===== src/sv/sha256mh_pkg.sv =====
`timescale 1ns / 1ps
// Shared types and constants for the SHA-256 message hasher.
// No dependencies.
package sha256mh_pkg;

  typedef logic [31:0] word_t;

  typedef enum logic [5:0] {
    S_IDLE  = 6'b000001,
    S_PAD   = 6'b000010,
    S_LOAD  = 6'b000100,
    S_ROUND = 6'b001000,
    S_FRD   = 6'b010000,
    S_FWR   = 6'b100000
  } state_t;

  // Control from the sequencer to the round unit
  typedef struct packed {
    logic       shift_w;
    logic       shift_v;
    logic       round;
    logic [5:0] t;
  } round_ctrl_t;

  localparam logic [7:0] PAD_BYTE = 8'h80;
  localparam logic [5:0] LEN_FILL = 6'd56;
  localparam logic [3:0] LEN_WORD_HI = 4'd14;
  localparam logic [3:0] LEN_WORD_LO = 4'd15;

  function automatic word_t init_h(input logic [2:0] idx);
    word_t r;
    unique case (idx)
      3'd0: r = 32'h6a09e667;
      3'd1: r = 32'hbb67ae85;
      3'd2: r = 32'h3c6ef372;
      3'd3: r = 32'ha54ff53a;
      3'd4: r = 32'h510e527f;
      3'd5: r = 32'h9b05688c;
      3'd6: r = 32'h1f83d9ab;
      default: r = 32'h5be0cd19;
    endcase
    return r;
  endfunction

  function automatic word_t round_k(input logic [5:0] t);
    word_t r;
    unique case (t)
      6'd0:  r = 32'h428a2f98; 6'd1:  r = 32'h71374491;
      6'd2:  r = 32'hb5c0fbcf; 6'd3:  r = 32'he9b5dba5;
      6'd4:  r = 32'h3956c25b; 6'd5:  r = 32'h59f111f1;
      6'd6:  r = 32'h923f82a4; 6'd7:  r = 32'hab1c5ed5;
      6'd8:  r = 32'hd807aa98; 6'd9:  r = 32'h12835b01;
      6'd10: r = 32'h243185be; 6'd11: r = 32'h550c7dc3;
      6'd12: r = 32'h72be5d74; 6'd13: r = 32'h80deb1fe;
      6'd14: r = 32'h9bdc06a7; 6'd15: r = 32'hc19bf174;
      6'd16: r = 32'he49b69c1; 6'd17: r = 32'hefbe4786;
      6'd18: r = 32'h0fc19dc6; 6'd19: r = 32'h240ca1cc;
      6'd20: r = 32'h2de92c6f; 6'd21: r = 32'h4a7484aa;
      6'd22: r = 32'h5cb0a9dc; 6'd23: r = 32'h76f988da;
      6'd24: r = 32'h983e5152; 6'd25: r = 32'ha831c66d;
      6'd26: r = 32'hb00327c8; 6'd27: r = 32'hbf597fc7;
      6'd28: r = 32'hc6e00bf3; 6'd29: r = 32'hd5a79147;
      6'd30: r = 32'h06ca6351; 6'd31: r = 32'h14292967;
      6'd32: r = 32'h27b70a85; 6'd33: r = 32'h2e1b2138;
      6'd34: r = 32'h4d2c6dfc; 6'd35: r = 32'h53380d13;
      6'd36: r = 32'h650a7354; 6'd37: r = 32'h766a0abb;
      6'd38: r = 32'h81c2c92e; 6'd39: r = 32'h92722c85;
      6'd40: r = 32'ha2bfe8a1; 6'd41: r = 32'ha81a664b;
      6'd42: r = 32'hc24b8b70; 6'd43: r = 32'hc76c51a3;
      6'd44: r = 32'hd192e819; 6'd45: r = 32'hd6990624;
      6'd46: r = 32'hf40e3585; 6'd47: r = 32'h106aa070;
      6'd48: r = 32'h19a4c116; 6'd49: r = 32'h1e376c08;
      6'd50: r = 32'h2748774c; 6'd51: r = 32'h34b0bcb5;
      6'd52: r = 32'h391c0cb3; 6'd53: r = 32'h4ed8aa4a;
      6'd54: r = 32'h5b9cca4f; 6'd55: r = 32'h682e6ff3;
      6'd56: r = 32'h748f82ee; 6'd57: r = 32'h78a5636f;
      6'd58: r = 32'h84c87814; 6'd59: r = 32'h8cc70208;
      6'd60: r = 32'h90befffa; 6'd61: r = 32'ha4506ceb;
      6'd62: r = 32'hbef9a3f7; default: r = 32'hc67178f2;
    endcase
    return r;
  endfunction

endpackage


===== src/sv/sha256mh_if.sv =====
`timescale 1ns / 1ps
// Channel interfaces for the SHA-256 message hasher.
// Depends on nothing but the handshake convention valid/ready.
interface sha256mh_in_if;
  logic       valid;
  logic       ready;
  logic [7:0] data_byte;
  logic       has_byte;
  logic       end_of_message;
  modport source (output valid, data_byte, has_byte, end_of_message, input ready);
  modport sink   (input valid, data_byte, has_byte, end_of_message, output ready);
endinterface

interface sha256mh_out_if;
  logic        valid;
  logic        ready;
  logic [31:0] digest_word;
  logic [2:0]  word_index;
  logic        last_word;
  modport source (output valid, digest_word, word_index, last_word, input ready);
  modport sink   (input valid, digest_word, word_index, last_word, output ready);
endinterface


===== src/sv/sha256_message_hasher.sv =====
`timescale 1ns / 1ps
// SHA-256 message hasher, top level: request sequencer and digest output.
// Depends on sha256mh_pkg, sha256mh_if, sha256mh_msg_ram, sha256mh_chain_ram,
// sha256mh_round.
//
// Usage: msg takes one request per accepted valid/ready pair: an optional
// message byte and an end-of-message mark. digest returns eight 32-bit words,
// word 0 first, last_word set on word 7, after each end-of-message request.
// A byte request is accepted in the idle state; the 64th byte of a block
// starts a compression: the schedule and chaining words are loaded from the
// memories, 64 rounds run on the single round unit, and the chaining words
// are added back one memory access at a time. End of message adds padding
// before each of one or two compressions, and the eight digest words leave
// one at a time, each held until the receiver takes it. msg.ready is low
// throughout this work. A stall on digest holds the output register and the
// sequencer. Reset empties the block buffer, zeroes the byte count and
// restores the initial hash values; the next message can start at once.
module sha256_message_hasher (
  input logic              clk,
  input logic              rst,
  sha256mh_in_if.sink      msg,
  sha256mh_out_if.source   digest
);
  import sha256mh_pkg::*;

  state_t      state;
  logic [5:0]  fill;
  logic [63:0] count;
  logic [23:0] acc;
  logic [3:0]  pw;
  logic        first, len_blk, need_pad, need_len2, final_blk;
  logic [5:0]  cnt;

  logic        out_valid;
  word_t       out_word;
  logic [2:0]  out_idx;
  logic        out_last;

  logic        acc_in;
  logic [5:0]  fill_n;
  logic        m_we;
  logic [3:0]  m_waddr;
  word_t       m_wdata, m_rdata, pad_word;
  logic [7:0]  b0, b1, b2, b3;
  logic        c_we, c_clr, c_re;
  logic [2:0]  c_addr;
  word_t       c_rdata, v0, sum;
  round_ctrl_t rc;
  logic        out_free;

  assign msg.ready = (state == S_IDLE);
  assign acc_in    = msg.valid && msg.ready;
  assign fill_n    = msg.has_byte ? fill + 6'd1 : fill;
  assign out_free  = !out_valid || digest.ready;
  assign sum       = c_rdata + v0;

  // First padding word merges pending bytes with the 0x80 marker; words 14 and 15 of a length block hold the bit length
  always_comb begin
    b0 = (fill[1:0] == 2'd0) ? PAD_BYTE : acc[23:16];
    b1 = (fill[1:0] < 2'd1) ? 8'h00 : (fill[1:0] == 2'd1) ? PAD_BYTE : acc[15:8];
    b2 = (fill[1:0] < 2'd2) ? 8'h00 : (fill[1:0] == 2'd2) ? PAD_BYTE : acc[7:0];
    b3 = (fill[1:0] == 2'd3) ? PAD_BYTE : 8'h00;
    priority if (first) begin
      pad_word = {b0, b1, b2, b3};
    end else if (len_blk && pw == LEN_WORD_HI) begin
      pad_word = count[60:29];
    end else if (len_blk && pw == LEN_WORD_LO) begin
      pad_word = {count[28:0], 3'b000};
    end else begin
      pad_word = '0;
    end
  end

  always_comb begin
    m_we    = 1'b0;
    m_waddr = pw;
    m_wdata = pad_word;
    if (state == S_IDLE) begin
      m_we    = acc_in && msg.has_byte && (fill[1:0] == 2'd3);
      m_waddr = fill[5:2];
      m_wdata = {acc, msg.data_byte};
    end else if (state == S_PAD) begin
      m_we = 1'b1;
    end
  end

  always_comb begin
    c_re   = 1'b0;
    c_we   = 1'b0;
    c_clr  = 1'b0;
    c_addr = cnt[2:0];
    rc     = '{shift_w: 1'b0, shift_v: 1'b0, round: 1'b0, t: cnt};
    unique case (state)
      S_LOAD: begin
        c_re       = (cnt < 6'd8);
        rc.shift_w = (cnt != 6'd0);
        rc.shift_v = (cnt != 6'd0) && (cnt <= 6'd8);
        c_addr     = cnt[2:0];
      end
      S_ROUND: rc.round = 1'b1;
      S_FRD:   c_re = 1'b1;
      S_FWR: begin
        if (!final_blk || out_free) begin
          c_we       = !final_blk;
          c_clr      = final_blk;
          rc.shift_v = 1'b1;
        end
      end
      default: ;
    endcase
  end

  sha256mh_msg_ram u_msg (
    .clk   (clk),
    .we    (m_we),
    .waddr (m_waddr),
    .wdata (m_wdata),
    .raddr (cnt[3:0]),
    .rdata (m_rdata)
  );

  sha256mh_chain_ram u_chain (
    .clk   (clk),
    .rst   (rst),
    .we    (c_we),
    .clr   (c_clr),
    .waddr (c_addr),
    .wdata (sum),
    .re    (c_re),
    .raddr (c_addr),
    .rdata (c_rdata)
  );

  sha256mh_round u_round (
    .clk   (clk),
    .ctrl  (rc),
    .w_in  (m_rdata),
    .v_in  (c_rdata),
    .v_out (v0)
  );

  always_ff @(posedge clk) begin
    if (rst) begin
      state     <= S_IDLE;
      fill      <= '0;
      count     <= '0;
      first     <= 1'b0;
      len_blk   <= 1'b0;
      need_pad  <= 1'b0;
      need_len2 <= 1'b0;
      final_blk <= 1'b0;
      cnt       <= '0;
      pw        <= '0;
      out_valid <= 1'b0;
    end else begin
      if (out_valid && digest.ready) begin
        out_valid <= 1'b0;
      end
      unique case (state)
        S_IDLE: begin
          if (acc_in) begin
            if (msg.has_byte) begin
              unique case (fill[1:0])
                2'd0: acc[23:16] <= msg.data_byte;
                2'd1: acc[15:8]  <= msg.data_byte;
                2'd2: acc[7:0]   <= msg.data_byte;
                default: ;
              endcase
              count <= count + 64'd1;
              fill  <= fill_n;
            end
            if (msg.has_byte && fill == 6'd63) begin
              state     <= S_LOAD;
              cnt       <= '0;
              final_blk <= 1'b0;
              need_pad  <= msg.end_of_message;
            end else if (msg.end_of_message) begin
              state   <= S_PAD;
              pw      <= fill_n[5:2];
              first   <= 1'b1;
              len_blk <= (fill_n < LEN_FILL);
            end
          end
        end
        S_PAD: begin
          first <= 1'b0;
          pw    <= pw + 4'd1;
          if (pw == LEN_WORD_LO) begin
            state     <= S_LOAD;
            cnt       <= '0;
            final_blk <= len_blk;
            need_pad  <= 1'b0;
            need_len2 <= !len_blk;
          end
        end
        S_LOAD: begin
          if (cnt == 6'd16) begin
            state <= S_ROUND;
            cnt   <= '0;
          end else begin
            cnt <= cnt + 6'd1;
          end
        end
        S_ROUND: begin
          cnt <= cnt + 6'd1;
          if (cnt == 6'd63) begin
            state <= S_FRD;
            cnt   <= '0;
          end
        end
        S_FRD: state <= S_FWR;
        S_FWR: begin
          if (!final_blk || out_free) begin
            if (final_blk) begin
              out_valid <= 1'b1;
              out_word  <= sum;
              out_idx   <= cnt[2:0];
              out_last  <= (cnt[2:0] == 3'd7);
            end
            cnt <= cnt + 6'd1;
            if (cnt[2:0] != 3'd7) begin
              state <= S_FRD;
            end else begin
              cnt <= '0;
              priority if (final_blk) begin
                state     <= S_IDLE;
                final_blk <= 1'b0;
                fill      <= '0;
                count     <= '0;
              end else if (need_pad) begin
                // block filled by the last byte: pad from an empty buffer
                state   <= S_PAD;
                pw      <= fill[5:2];
                first   <= 1'b1;
                len_blk <= 1'b1;
              end else if (need_len2) begin
                state   <= S_PAD;
                pw      <= '0;
                first   <= 1'b0;
                len_blk <= 1'b1;
              end else begin
                state <= S_IDLE;
              end
            end
          end
        end
        default: state <= S_IDLE;
      endcase
    end
  end

  assign digest.valid       = out_valid;
  assign digest.digest_word = out_word;
  assign digest.word_index  = out_idx;
  assign digest.last_word   = out_last;
endmodule


===== src/sv/sha256mh_msg_ram.sv =====
`timescale 1ns / 1ps
// Message block memory: sixteen 32-bit words, one write and one read port.
// Depends on sha256mh_pkg.
module sha256mh_msg_ram (
  input  logic                 clk,
  input  logic                 we,
  input  logic [3:0]           waddr,
  input  sha256mh_pkg::word_t  wdata,
  input  logic [3:0]           raddr,
  output sha256mh_pkg::word_t  rdata
);
  import sha256mh_pkg::*;

  word_t mem [16];

  always_ff @(posedge clk) begin
    if (we) begin
      mem[waddr] <= wdata;
    end
    rdata <= mem[raddr];
  end
endmodule


===== src/sv/sha256mh_chain_ram.sv =====
`timescale 1ns / 1ps
// Chaining value memory: eight 32-bit words; an entry not yet written since
// reset or digest reads as the initial hash value. Depends on sha256mh_pkg.
module sha256mh_chain_ram (
  input  logic                 clk,
  input  logic                 rst,
  input  logic                 we,
  input  logic                 clr,
  input  logic [2:0]           waddr,
  input  sha256mh_pkg::word_t  wdata,
  input  logic                 re,
  input  logic [2:0]           raddr,
  output sha256mh_pkg::word_t  rdata
);
  import sha256mh_pkg::*;

  word_t      mem [8];
  logic [7:0] vld;
  word_t      dq;
  logic       vq;
  logic [2:0] aq;

  always_ff @(posedge clk) begin
    if (we) begin
      mem[waddr] <= wdata;
    end
    if (re) begin
      dq <= mem[raddr];
      aq <= raddr;
    end
  end

  always_ff @(posedge clk) begin
    if (rst) begin
      vld <= '0;
      vq  <= 1'b0;
    end else begin
      if (we) begin
        vld[waddr] <= 1'b1;
      end else if (clr) begin
        vld[waddr] <= 1'b0;
      end
      if (re) begin
        vq <= vld[raddr];
      end
    end
  end

  assign rdata = vq ? dq : init_h(aq);
endmodule


===== src/sv/sha256mh_round.sv =====
`timescale 1ns / 1ps
// Round unit: rolling schedule window and working variables a..h, one
// compression round per cycle. Depends on sha256mh_pkg.
module sha256mh_round (
  input  logic                         clk,
  input  sha256mh_pkg::round_ctrl_t    ctrl,
  input  sha256mh_pkg::word_t          w_in,
  input  sha256mh_pkg::word_t          v_in,
  output sha256mh_pkg::word_t          v_out
);
  import sha256mh_pkg::*;

  word_t w [16];
  word_t v [8];
  word_t w_new, s0w, s1w, s0v, s1v, ch, mj, t1, t2;

  always_comb begin
    s0w   = {w[1][6:0], w[1][31:7]} ^ {w[1][17:0], w[1][31:18]} ^ (w[1] >> 3);
    s1w   = {w[14][16:0], w[14][31:17]} ^ {w[14][18:0], w[14][31:19]} ^ (w[14] >> 10);
    w_new = w[0] + s0w + w[9] + s1w;
    s1v   = {v[4][5:0], v[4][31:6]} ^ {v[4][10:0], v[4][31:11]}
          ^ {v[4][24:0], v[4][31:25]};
    ch    = (v[4] & v[5]) ^ (~v[4] & v[6]);
    t1    = v[7] + s1v + ch + round_k(ctrl.t) + w[0];
    s0v   = {v[0][1:0], v[0][31:2]} ^ {v[0][12:0], v[0][31:13]}
          ^ {v[0][21:0], v[0][31:22]};
    mj    = (v[0] & v[1]) ^ (v[0] & v[2]) ^ (v[1] & v[2]);
    t2    = s0v + mj;
  end

  always_ff @(posedge clk) begin
    if (ctrl.shift_w || ctrl.round) begin
      for (int i = 0; i < 15; i++) begin
        w[i] <= w[i+1];
      end
      w[15] <= ctrl.round ? w_new : w_in;
    end
    if (ctrl.round) begin
      v[7] <= v[6];
      v[6] <= v[5];
      v[5] <= v[4];
      v[4] <= v[3] + t1;
      v[3] <= v[2];
      v[2] <= v[1];
      v[1] <= v[0];
      v[0] <= t1 + t2;
    end else if (ctrl.shift_v) begin
      for (int i = 0; i < 7; i++) begin
        v[i] <= v[i+1];
      end
      v[7] <= v_in;
    end
  end

  assign v_out = v[0];
endmodule

===== src/flat_wrapper.sv =====
// flat-port wrapper written by rule: the top's interface ports become plain ports
module sha256_message_hasher_flat import sha256mh_pkg::*;
  (clk, rst, msg_valid, msg_data_byte, msg_has_byte, msg_end_of_message, msg_ready, digest_valid, digest_digest_word, digest_word_index, digest_last_word, digest_ready);
  sha256mh_in_if msg_i ();
  sha256mh_out_if digest_i ();
  input logic clk;
  input logic rst;
  input wire logic [$bits(msg_i.valid)-1:0] msg_valid;
  input wire logic [$bits(msg_i.data_byte)-1:0] msg_data_byte;
  input wire logic [$bits(msg_i.has_byte)-1:0] msg_has_byte;
  input wire logic [$bits(msg_i.end_of_message)-1:0] msg_end_of_message;
  output wire logic [$bits(msg_i.ready)-1:0] msg_ready;
  output wire logic [$bits(digest_i.valid)-1:0] digest_valid;
  output wire logic [$bits(digest_i.digest_word)-1:0] digest_digest_word;
  output wire logic [$bits(digest_i.word_index)-1:0] digest_word_index;
  output wire logic [$bits(digest_i.last_word)-1:0] digest_last_word;
  input wire logic [$bits(digest_i.ready)-1:0] digest_ready;
  assign msg_i.valid = msg_valid;
  assign msg_i.data_byte = msg_data_byte;
  assign msg_i.has_byte = msg_has_byte;
  assign msg_i.end_of_message = msg_end_of_message;
  assign msg_ready = msg_i.ready;
  assign digest_valid = digest_i.valid;
  assign digest_digest_word = digest_i.digest_word;
  assign digest_word_index = digest_i.word_index;
  assign digest_last_word = digest_i.last_word;
  assign digest_i.ready = digest_ready;
  sha256_message_hasher u_core (.clk(clk), .rst(rst), .msg(msg_i), .digest(digest_i));
endmodule

===== config.mk =====
export PLATFORM = sky130hd
export DESIGN_NAME = sha256_message_hasher_flat
export DESIGN_NICKNAME = d
export VERILOG_FILES = /design/src/sv/sha256mh_pkg.sv /design/src/sv/sha256mh_if.sv /design/src/sv/sha256_message_hasher.sv /design/src/sv/sha256mh_msg_ram.sv /design/src/sv/sha256mh_chain_ram.sv /design/src/sv/sha256mh_round.sv /design/src/flat_wrapper.sv
export SDC_FILE = /design/constraint.sdc
export NUM_CORES = 2
export LEC_CHECK = 0
export ABC_AREA = 1
export BUFFER_PORTS_ARGS = -buffer_cell sky130_fd_sc_hd__buf_2
export CAP_MARGIN = 15
export CORE_MARGIN = 2
export CORE_UTILIZATION = 28
export DETAILED_ROUTE_END_ITERATION = 12
export GPL_TIMING_DRIVEN = 0
export SYNTH_ARGS = -nofsm -noshare
export SYNTH_HDL_FRONTEND = slang
export SYNTH_SLANG_ARGS = --single-unit

===== constraint.sdc =====
create_clock -name clk -period 17.3 [get_ports clk]
set_input_delay 0 -clock clk [delete_from_list [all_inputs] [get_ports clk]]
set_output_delay 0 -clock clk [all_outputs]
set_load 0.005 [all_outputs]

==> key figures <==
STA
  • Fmax: 0.123 GHz
  • Final worst-path cycle share: 46.8%
  • Final Hold Viols: 0
  • Setup violations, final: 0
  • Fin. max-slew vios: 0
  • Worst clock skew: 92.8 ps
  • Slew margin rel.: 14.4%
  • Final min period: 8100 ps
  • Worst slew pin tran: 1270 ps
  • RSZ-0062 raised after global routing: false

Setup path
  • Critical path arrival: 8720 ps
  • Cell repeated most along the worst path: nand2_1
  • Crit path largest cell delay: 620 ps
  • Critical path data required time: 17920 ps
  • Slowest CP cell: xnor2_1
  • Critical Path Start Type: flop
  • Worst Setup Path Type: reg -> reg
  • CP max FO: 7
  • CP endpoint kind: flop

Floorplanning
  • Core Area: 302000 sq um
  • Die area: 307000 sq um
  • Row cnt: 202
  • Initial Util: 28.1%
  • Die X: 554 um
  • Die span in y: 554 um
  • I/O pin cnt: 52

Global route
  • Wire length of the first global-routing pass: 427000 um
  • Total gr overflow: 0
  • Vias in the first global route: 58381
  • Largest net degree at the start of global routing: 76
  • Total track usage: 19.2%
  • Initial antenna violation count: 31

CTS
  • PostCTS Resize Cnt: 0
  • Clock latency at the later pin of the worst-skew pair: 880 ps
  • Worst-path clk slew: 70 ps
  • Num CTS Buffers: 192
  • CTS tree: done
  • CTS root buffer: clkbuf_16
  • CTS Sinks: 1793
  • Clock Path Buffers: 4
  • H-tree depth: 4

Final layout
  • Post-layout util: 32.4%
  • Nets: 8251
  • FF/Latch Area: 52200 sq um
  • Layout cell share with drive strength beyond 1: 7.60%
  • Number of fill cells: 30110
  • Post-Layout Cell Count: 12006
  • Area of the multi-input gates: 28600 sq um
  • Synth-to-layout area growth: 15.5%
  • Fin area: 97900 sq um

Synthesis
  • Ranking of synthesized cells by area: edfxtp_1 58%, nand2_1 6.8%, fa_1 4.4%
  • Post-synth EDFFs: 1631
  • Synth warnings: 0
  • Area leader, netlist: edfxtp_1
  • Yosys reg bits: 1793
  • Syn avg cell area: 11.3 sq um
  • Commonest register cell after synthesis: edfxtp_1
  • Library cells used by synthesis: 67
  • Cells after Synth: 7535
  • Net Count, Synth: 7920
  • Most common cell in the netlist: edfxtp_1
  • Cell Area, Synth: 84800 sq um
  • Top-area cell type share of the netlist area: 57.7%
  • FFs w/ async S/R, synth: 0%
  • Commonest cells post-synth: 1631 x edfxtp_1, 1528 x nand2_1, 806 x inv_1
  • Sequential share of the synthesized area: 61.6%

Detailed routing
  • Avg Vias per Cell: 5.10
  • WL final: 305000 um
  • # DRC: 0
  • 1st-pass router iterations: 6
  • Via count: 61290
  • Detailed Route Iter0 Violations: 7480
  • Routed WL per cell: 25.4 um
  • Final ANT Viol Nets: 0

Placement
  • GP Congestion: 0.981
  • Port buffer count: 49
  • DP Wirelength: 229000 um
  • Placed cell count: 11621
  • DP Area: 91400 sq um

Run status
  • Status: finished, final reports clean

Min path
  • Worst hold path class: in -> reg

Run
  • Max cap viols: 0
## layout by cell type, fill, tap and decap left out, types with 125 or more instances in the layout
master / Yosys / routed
edfxtp_1: 1631 / 1631
nand2_1: 1528 / 1525
inv_1: 806 / 806
o21ai_0: 460 / 454
nand3_1: 411 / 411
nor2_1: 396 / 372
a21oi_1: 307 / 306
xor2_1: 221 / 221
clkbuf_1: 177 / 211
clkbuf_16: 0 / 199
fa_1: 188 / 188
ha_1: 183 / 183
dfxtp_1: 162 / 162
xnor2_1: 159 / 159
nand4_1: 125 / 125
## critical path: cells and delay by family (launching register included)
family,cells,cell delay [ps]
compound gates,5,1670
flops,1,330
buf+inv,5,850
xor+xnor,3,1160
simple gates,11,1150
fa+ha+maj,6,2720
## final timing paths
kind	startpoint	to	slack [ps]	cells after the start
max	u_core.u_round.v[0][145]	u_core.u_round.v[0][23]	9200	30
min	msg_has_byte	u_core.fill[1]	130	4
max reg2reg	u_core.u_round.v[0][145]	u_core.u_round.v[0][23]	9200	30
min reg2reg	u_core.u_round.w[0][94]	u_core.u_round.w[0][62]	390	0
## metal layers
| metal | vias to the layer above | global-route usage [%] | wire length [um] |
|---|---|---|---|
| met1 | 30565 | 26.4 | 128000 |
| met5 | - | 0 | 212 |
| li1 | 26983 | - | - |
| met2 | 3118 | 29.8 | 137000 |
| met3 | 592 | 3.60 | 27200 |
| met4 | 32 | 7.47 | 12900 |
## cell type report
cell class              instances  area share, %
clock buffers                 241           5.33
plain buffers                 278           1.25
flip-flops and latches       1793           53.3
repair buffers                137           1.60
inverters                     823           3.16
multi-input cells            4641           29.2
clock inverters               104           1.07
diodes                         11         0.0281
well taps                    3978           5.08
## flip-flops by register name, indices dropped and copies added, names as in the netlist, 3 cells and up, named ones only
name and count:
u_core.u_chain.aq 3, u_core.fill 6, u_core.u_round.w 512, u_core.digest.word_index 3, u_core.digest.digest_word 32, u_core.u_round.v 256
u_core.u_msg.mem 512, u_core.state 6, u_core.count 61, u_core.u_msg.rdata 32, u_core.acc 24, u_core.u_chain.dq 32
u_core.pw 4, u_core.cnt 6, u_core.u_chain.mem 256
## repair_timing
item	CTS	global route
buffers inserted	0	0
hold buffers	20	0
endpoints found under the hold margin	205	0
## kinds of logic after synthesis
kind of cell             after synthesis  share of synthesized area [%]
AO/OA/AOI/OAI                       1257                           9.10
adder cells (fa/ha/maj)              372                           7.15
flip-flops                          1793                           61.6
buffers and inverters               1101                           5.09
XOR/XNOR                             380                           3.92
AND/OR/NAND/NOR                     2632                           13.2
## stage by stage
stage,hold WS [ps],setup slack (ps),setup TNS (ps)
detailed placement,246,9320,0
global route,131,8870,0
global placement,235,-260,-112730
floorplan,98.9,4350,0
finish,128,9200,0
CTS,73.1,9320,0
Power is not shown: default switching activity piles up to over one toggle a cycle in this logic, so the estimate is an artifact.
